File: config.mk
export PLATFORM = sky130hd
export DESIGN_NAME = keyed_count_table_range_sum_core
export DESIGN_NICKNAME = d
export VERILOG_FILES = /design/src/hw/rtl/kctrs_pkg.sv /design/src/hw/rtl/kctrs_cell.sv /design/src/hw/rtl/keyed_count_table_range_sum_core.sv
export SDC_FILE = /design/constraint.sdc
export NUM_CORES = 2
export LEC_CHECK = 0
export BUFFER_PORTS_ARGS = -buffer_cell sky130_fd_sc_hd__buf_2
export CORE_UTILIZATION = 35
export DETAILED_ROUTE_END_ITERATION = 6
export GPL_ROUTABILITY_DRIVEN = 0
export GPL_TIMING_DRIVEN = 0
export PLACE_DENSITY = 0.57
export SLEW_MARGIN = 20
export SYNTH_ARGS = -nofsm -noshare
export SYNTH_HDL_FRONTEND = slang
export SYNTH_SLANG_ARGS = --single-unit
File: constraint.sdc
create_clock -name clk -period 7.8 [get_ports clk]
set_clock_uncertainty 0.2 [all_clocks]
set_input_delay 0.39 -clock clk [delete_from_list [all_inputs] [get_ports clk]]
set_output_delay 0.39 -clock clk [all_outputs]
set_load 0.03 [all_outputs]
File: src/hw/rtl/kctrs_pkg.sv
// shared widths, codes and chain token types for the keyed count table
// depends on nothing; imported by kctrs_cell and the top level
`default_nettype none

package kctrs_pkg;

	localparam int TABLE_ENTRIES_DEF = 16;

	localparam int KEY_W = 8;
	localparam int AMT_W = 16;
	localparam int CNT_W = 24;
	localparam int SUM_W = 28;
	localparam int ST_W  = 2;

	localparam logic [CNT_W-1:0] COUNT_MAX = '1;
	localparam logic [SUM_W-1:0] SUM_MAX   = '1;

	localparam logic FUNC_ADD   = 1'b0;
	localparam logic FUNC_QUERY = 1'b1;

	localparam logic [ST_W-1:0] ST_UPDATED  = 2'd0;
	localparam logic [ST_W-1:0] ST_INSERTED = 2'd1;
	localparam logic [ST_W-1:0] ST_FULL     = 2'd2;
	localparam logic [ST_W-1:0] ST_QUERY    = 2'd3;

	// command travelling along the chain, one cell per cycle
	typedef struct packed {
		logic             func;
		logic [KEY_W-1:0] key;
		logic [AMT_W-1:0] amount;
		logic [KEY_W-1:0] range_low;
		logic [KEY_W-1:0] range_high;
		logic             hit;
		logic             inserted;
		logic [SUM_W-1:0] sum;
	} token_t;

	// per-cell occupancy from the fill counter
	typedef struct packed {
		logic used;
		logic head;
	} cell_ctl_t;

endpackage

`default_nettype wire

File: src/hw/rtl/kctrs_cell.sv
// one table slot: key and count storage plus the token stage behind it
// depends on kctrs_pkg
`default_nettype none

module kctrs_cell (
	input  wire                 clk,
	input  wire                 arst_n,
	input  wire kctrs_pkg::cell_ctl_t ctl,
	input  wire                 in_vld,
	input  wire kctrs_pkg::token_t in_tok,
	output logic                out_vld,
	output kctrs_pkg::token_t   out_tok
);
	import kctrs_pkg::*;

	logic [KEY_W-1:0] key_q;
	logic [CNT_W-1:0] count_q;

	token_t           tok_nxt;
	logic             key_wr;
	logic             cnt_wr;
	logic [CNT_W-1:0] cnt_nxt;
	logic [CNT_W:0]   cnt_wide;
	logic [SUM_W:0]   sum_wide;
	logic             in_range;

	assign cnt_wide = {1'b0, count_q} + {{(CNT_W+1-AMT_W){1'b0}}, in_tok.amount};
	assign sum_wide = {1'b0, in_tok.sum} + {{(SUM_W+1-CNT_W){1'b0}}, count_q};
	assign in_range = (key_q >= in_tok.range_low) && (key_q <= in_tok.range_high);

	always_comb begin
		tok_nxt = in_tok;
		key_wr  = 1'b0;
		cnt_wr  = 1'b0;
		cnt_nxt = count_q;
		if (in_vld) begin
			if (in_tok.func == FUNC_QUERY) begin
				if (ctl.used && in_range) begin
					tok_nxt.sum = sum_wide[SUM_W] ? SUM_MAX : sum_wide[SUM_W-1:0];
				end
			end else if (ctl.used) begin
				if (!in_tok.hit && key_q == in_tok.key) begin
					tok_nxt.hit = 1'b1;
					cnt_wr      = 1'b1;
					cnt_nxt     = cnt_wide[CNT_W] ? COUNT_MAX : cnt_wide[CNT_W-1:0];
				end
			end else if (ctl.head && !in_tok.hit) begin
				// first free slot takes a key that missed every used slot
				tok_nxt.inserted = 1'b1;
				key_wr           = 1'b1;
				cnt_wr           = 1'b1;
				cnt_nxt          = {{(CNT_W-AMT_W){1'b0}}, in_tok.amount};
			end
		end
	end

	always_ff @(posedge clk) begin
		if (key_wr) begin
			key_q <= in_tok.key;
		end
		if (cnt_wr) begin
			count_q <= cnt_nxt;
		end
		out_tok <= tok_nxt;
	end

	always_ff @(posedge clk or negedge arst_n) begin
		if (!arst_n) begin
			out_vld <= 1'b0;
		end else begin
			out_vld <= in_vld;
		end
	end

endmodule

`default_nettype wire

File: src/hw/rtl/keyed_count_table_range_sum_core.sv
// keyed count table with inclusive range sum, built as a row of slot cells
// depends on kctrs_pkg and kctrs_cell
`default_nettype none

// usage
// - command channel: a beat is taken at the rising edge where start is high
//   and busy is low; func picks add (key, amount) or range query
//   (range_low, range_high)
// - result channel: done is high for exactly one cycle with status and
//   total_cases; the receiver cannot stall, so results are never held
// - one command at a time: busy rises after the accepting edge and falls
//   once the command has walked every cell
// - the command passes one cell per cycle from the launch register through
//   every cell, and done is registered from the last cell; a new command
//   may be taken at the edge that ends the cycle where done is shown
// - adds match a used slot and add saturating at 24 bits, otherwise fill
//   the first free slot or report full; queries sum matching counts,
//   saturating at 28 bits
// - reset clears the fill count, busy and done; slot contents are not
//   cleared, as only slots below the fill count are ever looked at

module keyed_count_table_range_sum_core #(
	parameter int TABLE_ENTRIES = kctrs_pkg::TABLE_ENTRIES_DEF
) (
	input  wire                             clk,
	input  wire                             arst_n,
	input  wire                             start,
	output logic                            busy,
	input  wire                             func,
	input  wire  [kctrs_pkg::KEY_W-1:0]     key,
	input  wire  [kctrs_pkg::AMT_W-1:0]     amount,
	input  wire  [kctrs_pkg::KEY_W-1:0]     range_low,
	input  wire  [kctrs_pkg::KEY_W-1:0]     range_high,
	output logic                            done,
	output logic [kctrs_pkg::ST_W-1:0]      status,
	output logic [kctrs_pkg::SUM_W-1:0]     total_cases
);
	import kctrs_pkg::*;

	localparam int USED_W = $clog2(TABLE_ENTRIES + 1);

	// fill count: slots below it hold keys, the slot at it is the next free
	logic [USED_W-1:0] entries_used_q;
	logic              busy_q;
	logic              done_q;
	logic [ST_W-1:0]   status_q;
	logic [SUM_W-1:0]  total_q;

	logic              accept;
	logic              finish;

	// token chain: stage 0 is the launch register, stage i+1 leaves cell i
	logic      vld [TABLE_ENTRIES+1];
	token_t    tok [TABLE_ENTRIES+1];
	cell_ctl_t ctl [TABLE_ENTRIES];

	logic      launch_vld_q;
	token_t    launch_tok_q;

	assign accept = start && !busy_q;
	assign finish = vld[TABLE_ENTRIES];

	// launch register: command beat enters the chain with a clean sum
	always_ff @(posedge clk) begin
		if (accept) begin
			launch_tok_q.func       <= func;
			launch_tok_q.key        <= key;
			launch_tok_q.amount     <= amount;
			launch_tok_q.range_low  <= range_low;
			launch_tok_q.range_high <= range_high;
			launch_tok_q.hit        <= 1'b0;
			launch_tok_q.inserted   <= 1'b0;
			launch_tok_q.sum        <= '0;
		end
	end

	assign vld[0] = launch_vld_q;
	assign tok[0] = launch_tok_q;

	genvar gi;
	generate
		for (gi = 0; gi < TABLE_ENTRIES; gi++) begin : g_cell
			assign ctl[gi].used = (USED_W'(gi) < entries_used_q);
			assign ctl[gi].head = (USED_W'(gi) == entries_used_q);

			kctrs_cell u_cell (
				.clk     (clk),
				.arst_n  (arst_n),
				.ctl     (ctl[gi]),
				.in_vld  (vld[gi]),
				.in_tok  (tok[gi]),
				.out_vld (vld[gi+1]),
				.out_tok (tok[gi+1])
			);
		end
	endgenerate

	// control: busy spans the walk, fill count moves when an insert lands
	always_ff @(posedge clk or negedge arst_n) begin
		if (!arst_n) begin
			busy_q         <= 1'b0;
			launch_vld_q   <= 1'b0;
			done_q         <= 1'b0;
			entries_used_q <= '0;
		end else begin
			launch_vld_q <= accept;
			done_q       <= finish;
			if (accept) begin
				busy_q <= 1'b1;
			end else if (finish) begin
				busy_q <= 1'b0;
			end
			if (finish && tok[TABLE_ENTRIES].func == FUNC_ADD &&
			    tok[TABLE_ENTRIES].inserted) begin
				entries_used_q <= entries_used_q + USED_W'(1);
			end
		end
	end

	// result register, shown for the single cycle that done is high
	always_ff @(posedge clk) begin
		if (finish) begin
			priority if (tok[TABLE_ENTRIES].func == FUNC_QUERY) begin
				status_q <= ST_QUERY;
				total_q  <= tok[TABLE_ENTRIES].sum;
			end else if (tok[TABLE_ENTRIES].hit) begin
				status_q <= ST_UPDATED;
				total_q  <= '0;
			end else if (tok[TABLE_ENTRIES].inserted) begin
				status_q <= ST_INSERTED;
				total_q  <= '0;
			end else begin
				status_q <= ST_FULL;
				total_q  <= '0;
			end
		end
	end

	assign busy        = busy_q;
	assign done        = done_q;
	assign status      = status_q;
	assign total_cases = total_q;

	// checks

	a_done_not_busy: assert property (@(posedge clk) disable iff (!arst_n)
		done |-> !busy)
		else $error("result strobe while a command is still walking");

	a_accept_busy: assert property (@(posedge clk) disable iff (!arst_n)
		(start && !busy) |=> (busy && !done))
		else $error("accepted command did not raise busy");

	a_fill_bound: assert property (@(posedge clk) disable iff (!arst_n)
		entries_used_q <= USED_W'(TABLE_ENTRIES))
		else $error("fill count beyond table size");

	a_insert_fill: assert property (@(posedge clk) disable iff (!arst_n)
		(done && status == ST_INSERTED) |-> (entries_used_q != $past(entries_used_q)))
		else $error("insert reported without fill count moving");

	a_add_zero: assert property (@(posedge clk) disable iff (!arst_n)
		(done && status != ST_QUERY) |-> (total_cases == '0))
		else $error("add result with nonzero total");

endmodule

`default_nettype wire

# --- After elaboration in Yosys (flattened, before gate mapping) ---
# Index checks and enable logic that the tools add are counted.
totals:
  input_bits: 44
  reg_bits: 1699
  mem_bits_rw: 0
  memories: 0
  latch_bits: 0
  wordCells: 780
  output_inout_bits: 32
  mem_bits_ro: 0
op_classes:
  n_reduce_logical: 119
  n_bitwise: 19
  addsub: 32
  magnitude_cmp: 48
  div_mod_pow: 0
  n_eq_ne: 47
  n_mul: 0
  mux: 331
  n_shift: 0
ops:
  columns: ["operator", "count"]
  rows:
  - ["2-to-1 mux 24 bit", 64]
  - ["2-to-1 mux 28 bit", 45]
  - ["2-to-1 mux 30 bit", 15]
  - ["adder 28 x 24 -> 29 bit", 14]
  - ["adder 24 x 16 -> 25 bit", 16]
  - ["2-to-1 mux 1 bit", 190]
  - ["equality test 8 bit", 16]
  - [">= comparator 8 bit", 16]
  - ["<= comparator 8 bit", 16]
  - ["AND reduction 5 bit", 16]
  - ["logical AND 1 bit", 65]
  - ["equality test 4 x 5 -> 1 bit, first input constant", 8]
  - ["< comparator 4 x 5 -> 1 bit, first input constant", 8]
  - ["2-to-1 mux 2 bit", 17]
  - ["nonzero test 2 bit", 17]
  - ["!= test 2 bit, second input constant", 16]
  - ["adder 24 x 24 -> 25 bit", 1]
  - ["equality test 3 x 5 -> 1 bit, first input constant", 4]
  - ["< comparator 3 x 5 -> 1 bit, first input constant", 4]
  - ["inverter 1 bit", 19]
  - ["zero test 1 bit", 16]
  - ["equality test 2 x 5 -> 1 bit, first input constant", 2]
  - ["< comparator 1 x 5 -> 1 bit, first input constant", 2]
  - ["< comparator 2 x 5 -> 1 bit, first input constant", 2]
  - ["other kinds (6)", 7]

# --- Depth between registers and ports, before layout ---
depth:
  ltp_word: 7
  mapped_depth: 13
  ltp_nobuf: 12

# --- Hierarchy ---
# Synthesis repeated with hierarchy kept, for this count alone.
unflattened:
  hier_cells: 9433
  area_unflattened_um2: 94759.6
by_module_without_submodules:
  columns: ["mod", "n_inst", "cells_each", "area_per_inst_um2", "seq_area_each_um2"]
  rows:
  - ["kctrs_cell at g_cell[0].u_cell ...", 7, 584, 5790.6, 2407.3]
  - ["kctrs_cell at g_cell[3].u_cell ...", 5, 553, 5626.6, 2407.3]
  - ["kctrs_cell at g_cell[8].u_cell", 1, 604, 5949.5, 2407.3]
  - ["kctrs_cell at g_cell[9].u_cell", 1, 611, 5789.3, 2407.3]
  - ["kctrs_cell at g_cell[12].u_cell", 1, 584, 5740.5, 2407.3]
  - ["kctrs_cell at g_cell[11].u_cell", 1, 600, 5647.9, 2407.3]
  - ["keyed_count_table_range_sum_core", 1, 181, 2965.3, 2332.2]

# --- Worst setup path before layout ---
# OpenSTA, ideal clock, no wires.
synth_path:
  path_type: "flip-flop to flip-flop"
  from: "register entries_used_q[3]"
  to: "register g_cell[15].u_cell.count_q[0] (enable)"
  path_slack_ns: 3.789
  stages_incl_launch_ff: 8
  arrival_time_ns: 3.398
  required_time_ns: 7.187
  n_path_buf: 2
  path_cell_list: "dfrtp_1 > buf_2 > and2_1 > clkbuf_1 > nand2_1 > nor4_1 > o21ba_2 > a21oi_1"
synth_via:
  elab_chain_cells: 7
  elab_cells_between_ends: 10
  cone_classes: "1 x order compare; 2 x eq/ne; 4 x mux; 3 x reduce/logical"
synth_rtl:
  columns: ["element", "line_no", "rtl"]
  rows:
  - ["from (decl)", "keyed_count_table_range_sum_core.sv:43", "logic [USED_W-1:0] entries_used_q;"]
  - ["from (signal assigned)", "keyed_count_table_range_sum_core.sv:115", "entries_used_q <= entries_used_q + USED_W'(1);"]
  - ["parallel branches: the longest is 6 deep, another holds < comparator 4 x 5 -> 1 bit", null, null]
  - ["AND reduction 5 bit (no source line) *", null, null]
  - ["to (signal assigned)", "kctrs_cell.sv:62", "count_q <= cnt_nxt;"]
  - ["to (decl)", "kctrs_cell.sv:17", "logic [CNT_W-1:0] count_q;"]
# Mark *: on every way between the ends.
# A chain may end at the register's enable or synchronous reset.

==> qor.txt <==
Fmax: 221 MHz
Starting DRT DRC Count: 4537
Synth Area in Compound Gates: 18.5%
Setup WS pre-CTS: 2.94 ns
TritonCTS Buffers: 179
Syn-to-layout area delta: 13.5%
CP startpoint: entries_used_q[0]
Net count reported at finish: 10100
Final core utilization: 40.0%
Crit start category: flip-flop
Slowest cell on the critical path: o21ai_1
Hold crit path type: in2reg
Tcrit/Tclk final: 57.9%
Clk buf depth: 3
Die height: 503 um
Via density per instance: 5.25
Critical path class: reg2reg
Synth Instances: 8824
CP most frequent cell: buf_2
Register bit total from synthesis: 1693
Post-detail-place hpwl: 181000 um
Non-filler cells, final: 12600
Ys flop type: dfxtp_1
Clk sinks: 1693
Routed Wire Length: 228000 um
Initial antenna violation count: 9
Post-synthesis share of cell area spent on full adders, half adders and majority gates: 13.2%
Yosys warnings: 0
Area leader, netlist: dfxtp_1
Synth cell types: 94
Critical Path Max Stage Delay: 0.96 ns
Net Count, Synth: 9774
Post-Synth XOR/XNOR Area: 6.72%
Period minus WS final: 4.52 ns
Critical Path End Type: flip-flop
Count of pins over their slew limit: 0
WP buf/inv: 3
Critical path peak fanout: 10
RSZ-0062 raised after global routing: false
Final Hold Fails: 0
Mapped cell area: 87800 um^2
CTS tree: built
CP arrival: 5.00 ns
Most numerous cell in the Yosys netlist: dfxtp_1
CP cell instances: buf_2, nand2_1, o21ai_1, nand4_1, a211oi_2, clkbuf_1, buf_2, a31oi_1
Layout cells sized above 1: 6.19%
Post_cts resized: 0
Routed Antenna Nets: 0
Total congestion overflow: 0
Pin count of the biggest net entering global routing: 34
Root buffer cell: clkbuf_16
PortBufs: 75
Post-synth top area share: 24.8%
Leakage: 42.0 nW
Max IR drop VDD: 210 uV
Clock latency on the worst-skew pair: 0.83 ns
Main combinational cell family by area after synthesis: compound AO/OA/AOI/OAI gates
Seq/Total Area, Yosys: 45.4%
Initial core utilization: 35.2%
Clock-pin slew on the worst setup and hold paths: 0.06 ns
Origin of the critical flop-to-flop path: entries_used_q[0]
Worst setup margin: 3.28 ns
Core area: 249000 um^2
Max-cap violations: 0
FFs w/ async S/R, synth: 1.42%
Wire per inst: 18.0 um
Remaining routing DRC violations: 0
GRT Total Usage: 17.7%
H-tree Lvls: 4
# rows: 183
Final TNS setup: 0 ns
Worst Tran Pin Value: 1.18 ns
Global-route wire length before repair: 357000 um
Critical Path RT: 8.28 ns
Synth Area in Simple Gates: 12.8%
Full die area: 253000 um^2
Syn_area_per_cell: 9.95 um^2
Synth cell count leaders: dfxtp_1 (1086), ha_1 (875), nor2_1 (800)
Dominant cells by area after synthesis: dfxtp_1 (25%), edfxtp_1 (20%), ha_1 (12%), xnor2_1 (3.6%), a21oi_1 (3.6%)
Final setup violation count: 0
DRT Pass-1 Iters: 6
Min-delay src: amount[4]
Number of synthesized flops with an enable pin: 583
Vias: 66400
Io pins: 76
Mux contribution to synthesized area: 0.569%
Vias in the first global route: 65500
Placed cells: 12300
Worst rel slew slack: 21.2%
Status: complete, no violations
Crit-path leading delay family: compound AO/OA/AOI/OAI gates
R2R setup slack: 3.28 ns
Power Dens Cells: 184 nW/um^2
Die width: 503 um
==> registers in the layout, indices dropped and copies added, names as in the netlist <==
name,count
entries_used_q,5
g_cell.u_cell.key_q,128
done,1
launch_vld_q,1
status,2
g_cell.u_cell.out_vld,16
g_cell.u_cell.out_tok,1086
launch_tok_q,41
total_cases,28
busy,1
g_cell.u_cell.count_q,384
==> stage by stage <==
stage | total power [mW] | hold slack, ns | area (um^2)
after floorplan | 9.54 | -0.106 | 87800
after global placement | 9.63 | 0.141 | 92400
after detailed placement | 9.64 | 0.137 | 93000
after CTS | 18.5 | 0.00000222 | 99600
after global routing | 18.9 | 0.0250 | 99600
final | 18.3 | 0.0636 | 99600
==> area by class of cell <==
type                       count  area [um^2]
inverter                     434         1630
tap                         3330         4170
buffer                       215          871
fill                       24200       149000
multi-input combinational   6482        45700
timing repair buffer         141         1190
antenna                        4         10.0
clock buffer                 246         5240
sequential                  1693        39800
clock inverter                93          987
==> power by group <==
group          switching (mW)  internal (mW)  total, mW
combinational           0.149          0.127      0.276
sequential             0.0582           9.13       9.19
clock                    3.68           5.15       8.83
==> worst register-to-register path, stage by stage (launching register included) <==
cell	delay [ns]
dfrtp_1	0.39
buf_2	0.39
nand2_1	0.52
o21ai_1	0.97
nand4_1	0.20
a211oi_2	0.62
clkbuf_1	0.53
buf_2	0.38
a31oi_1	0.16
==> layer usage <==
layer	part of all wire (%)	GRT usage, %	routed length, um
met1	45	22.4	102000
met2	49	31.0	111000
met4	2.8	5.66	6470
met3	3.8	2.08	8740
met5	0	0	0
==> path summary, 6_finish.rpt <==
kind,cells after the start,endpoint
setup / recovery,8,g_cell[14].u_cell.out_tok[14]
hold / removal,2,launch_tok_q[50]
setup reg to reg,8,g_cell[14].u_cell.out_tok[14]
hold reg to reg,0,g_cell[10].u_cell.out_tok[33]
max in group asynchronous,2,g_cell[15].u_cell.out_vld
min in group asynchronous,2,g_cell[0].u_cell.out_vld
==> cell families (layout without fill, tap and decap cells) <==
| kind of cell | after synthesis | in the layout |
|---|---|---|
| fa+ha+maj | 906 | 906 |
| compound gates | 2522 | 2522 |
| buf+inv | 649 | 1129 |
| other cells | 0 | 4 |
| simple gates | 2333 | 2333 |
| xor+xnor | 674 | 674 |
| flops | 1693 | 1693 |
| mux | 47 | 47 |
==> placed cells by master, fill, tap and decap left out, types with 38 or more instances in the layout <==
cell           synthesis  final
a211oi_1              76     75
a21o_1               323    323
a21oi_1              626    625
a31oi_1              334    333
and2_1                73     73
and3_1                98     98
buf_2                 36    115
clkbuf_1             170    200
clkbuf_16              0    191
clkinv_2               0     38
dfxtp_1             1086   1086
dlygate4sd3_1          0     43
edfxtp_1             583    583
ha_1                 875    875
inv_1                433    433
nand2_1              521    521
nand2b_1             149    149
nand3_1              118    118
nand4_1              113    113
nor2_1               800    799
nor2b_1               82     81
nor3_1               139    137
nor4_1                46     38
o211ai_1              48     48
o21a_1               128    128
o21ai_0              459    454
o21bai_1              90     83
o22a_1                74     73
or2_2                 38     38
xnor2_1              361    361
xor2_1               313    313
==> timing repair <==
action	4_1_cts	5_1_grt
buffers inserted	0	0
hold endpoints to repair	87	0
hold buffers	43	0
No activity file was read; power rests on OpenSTA's default activity.
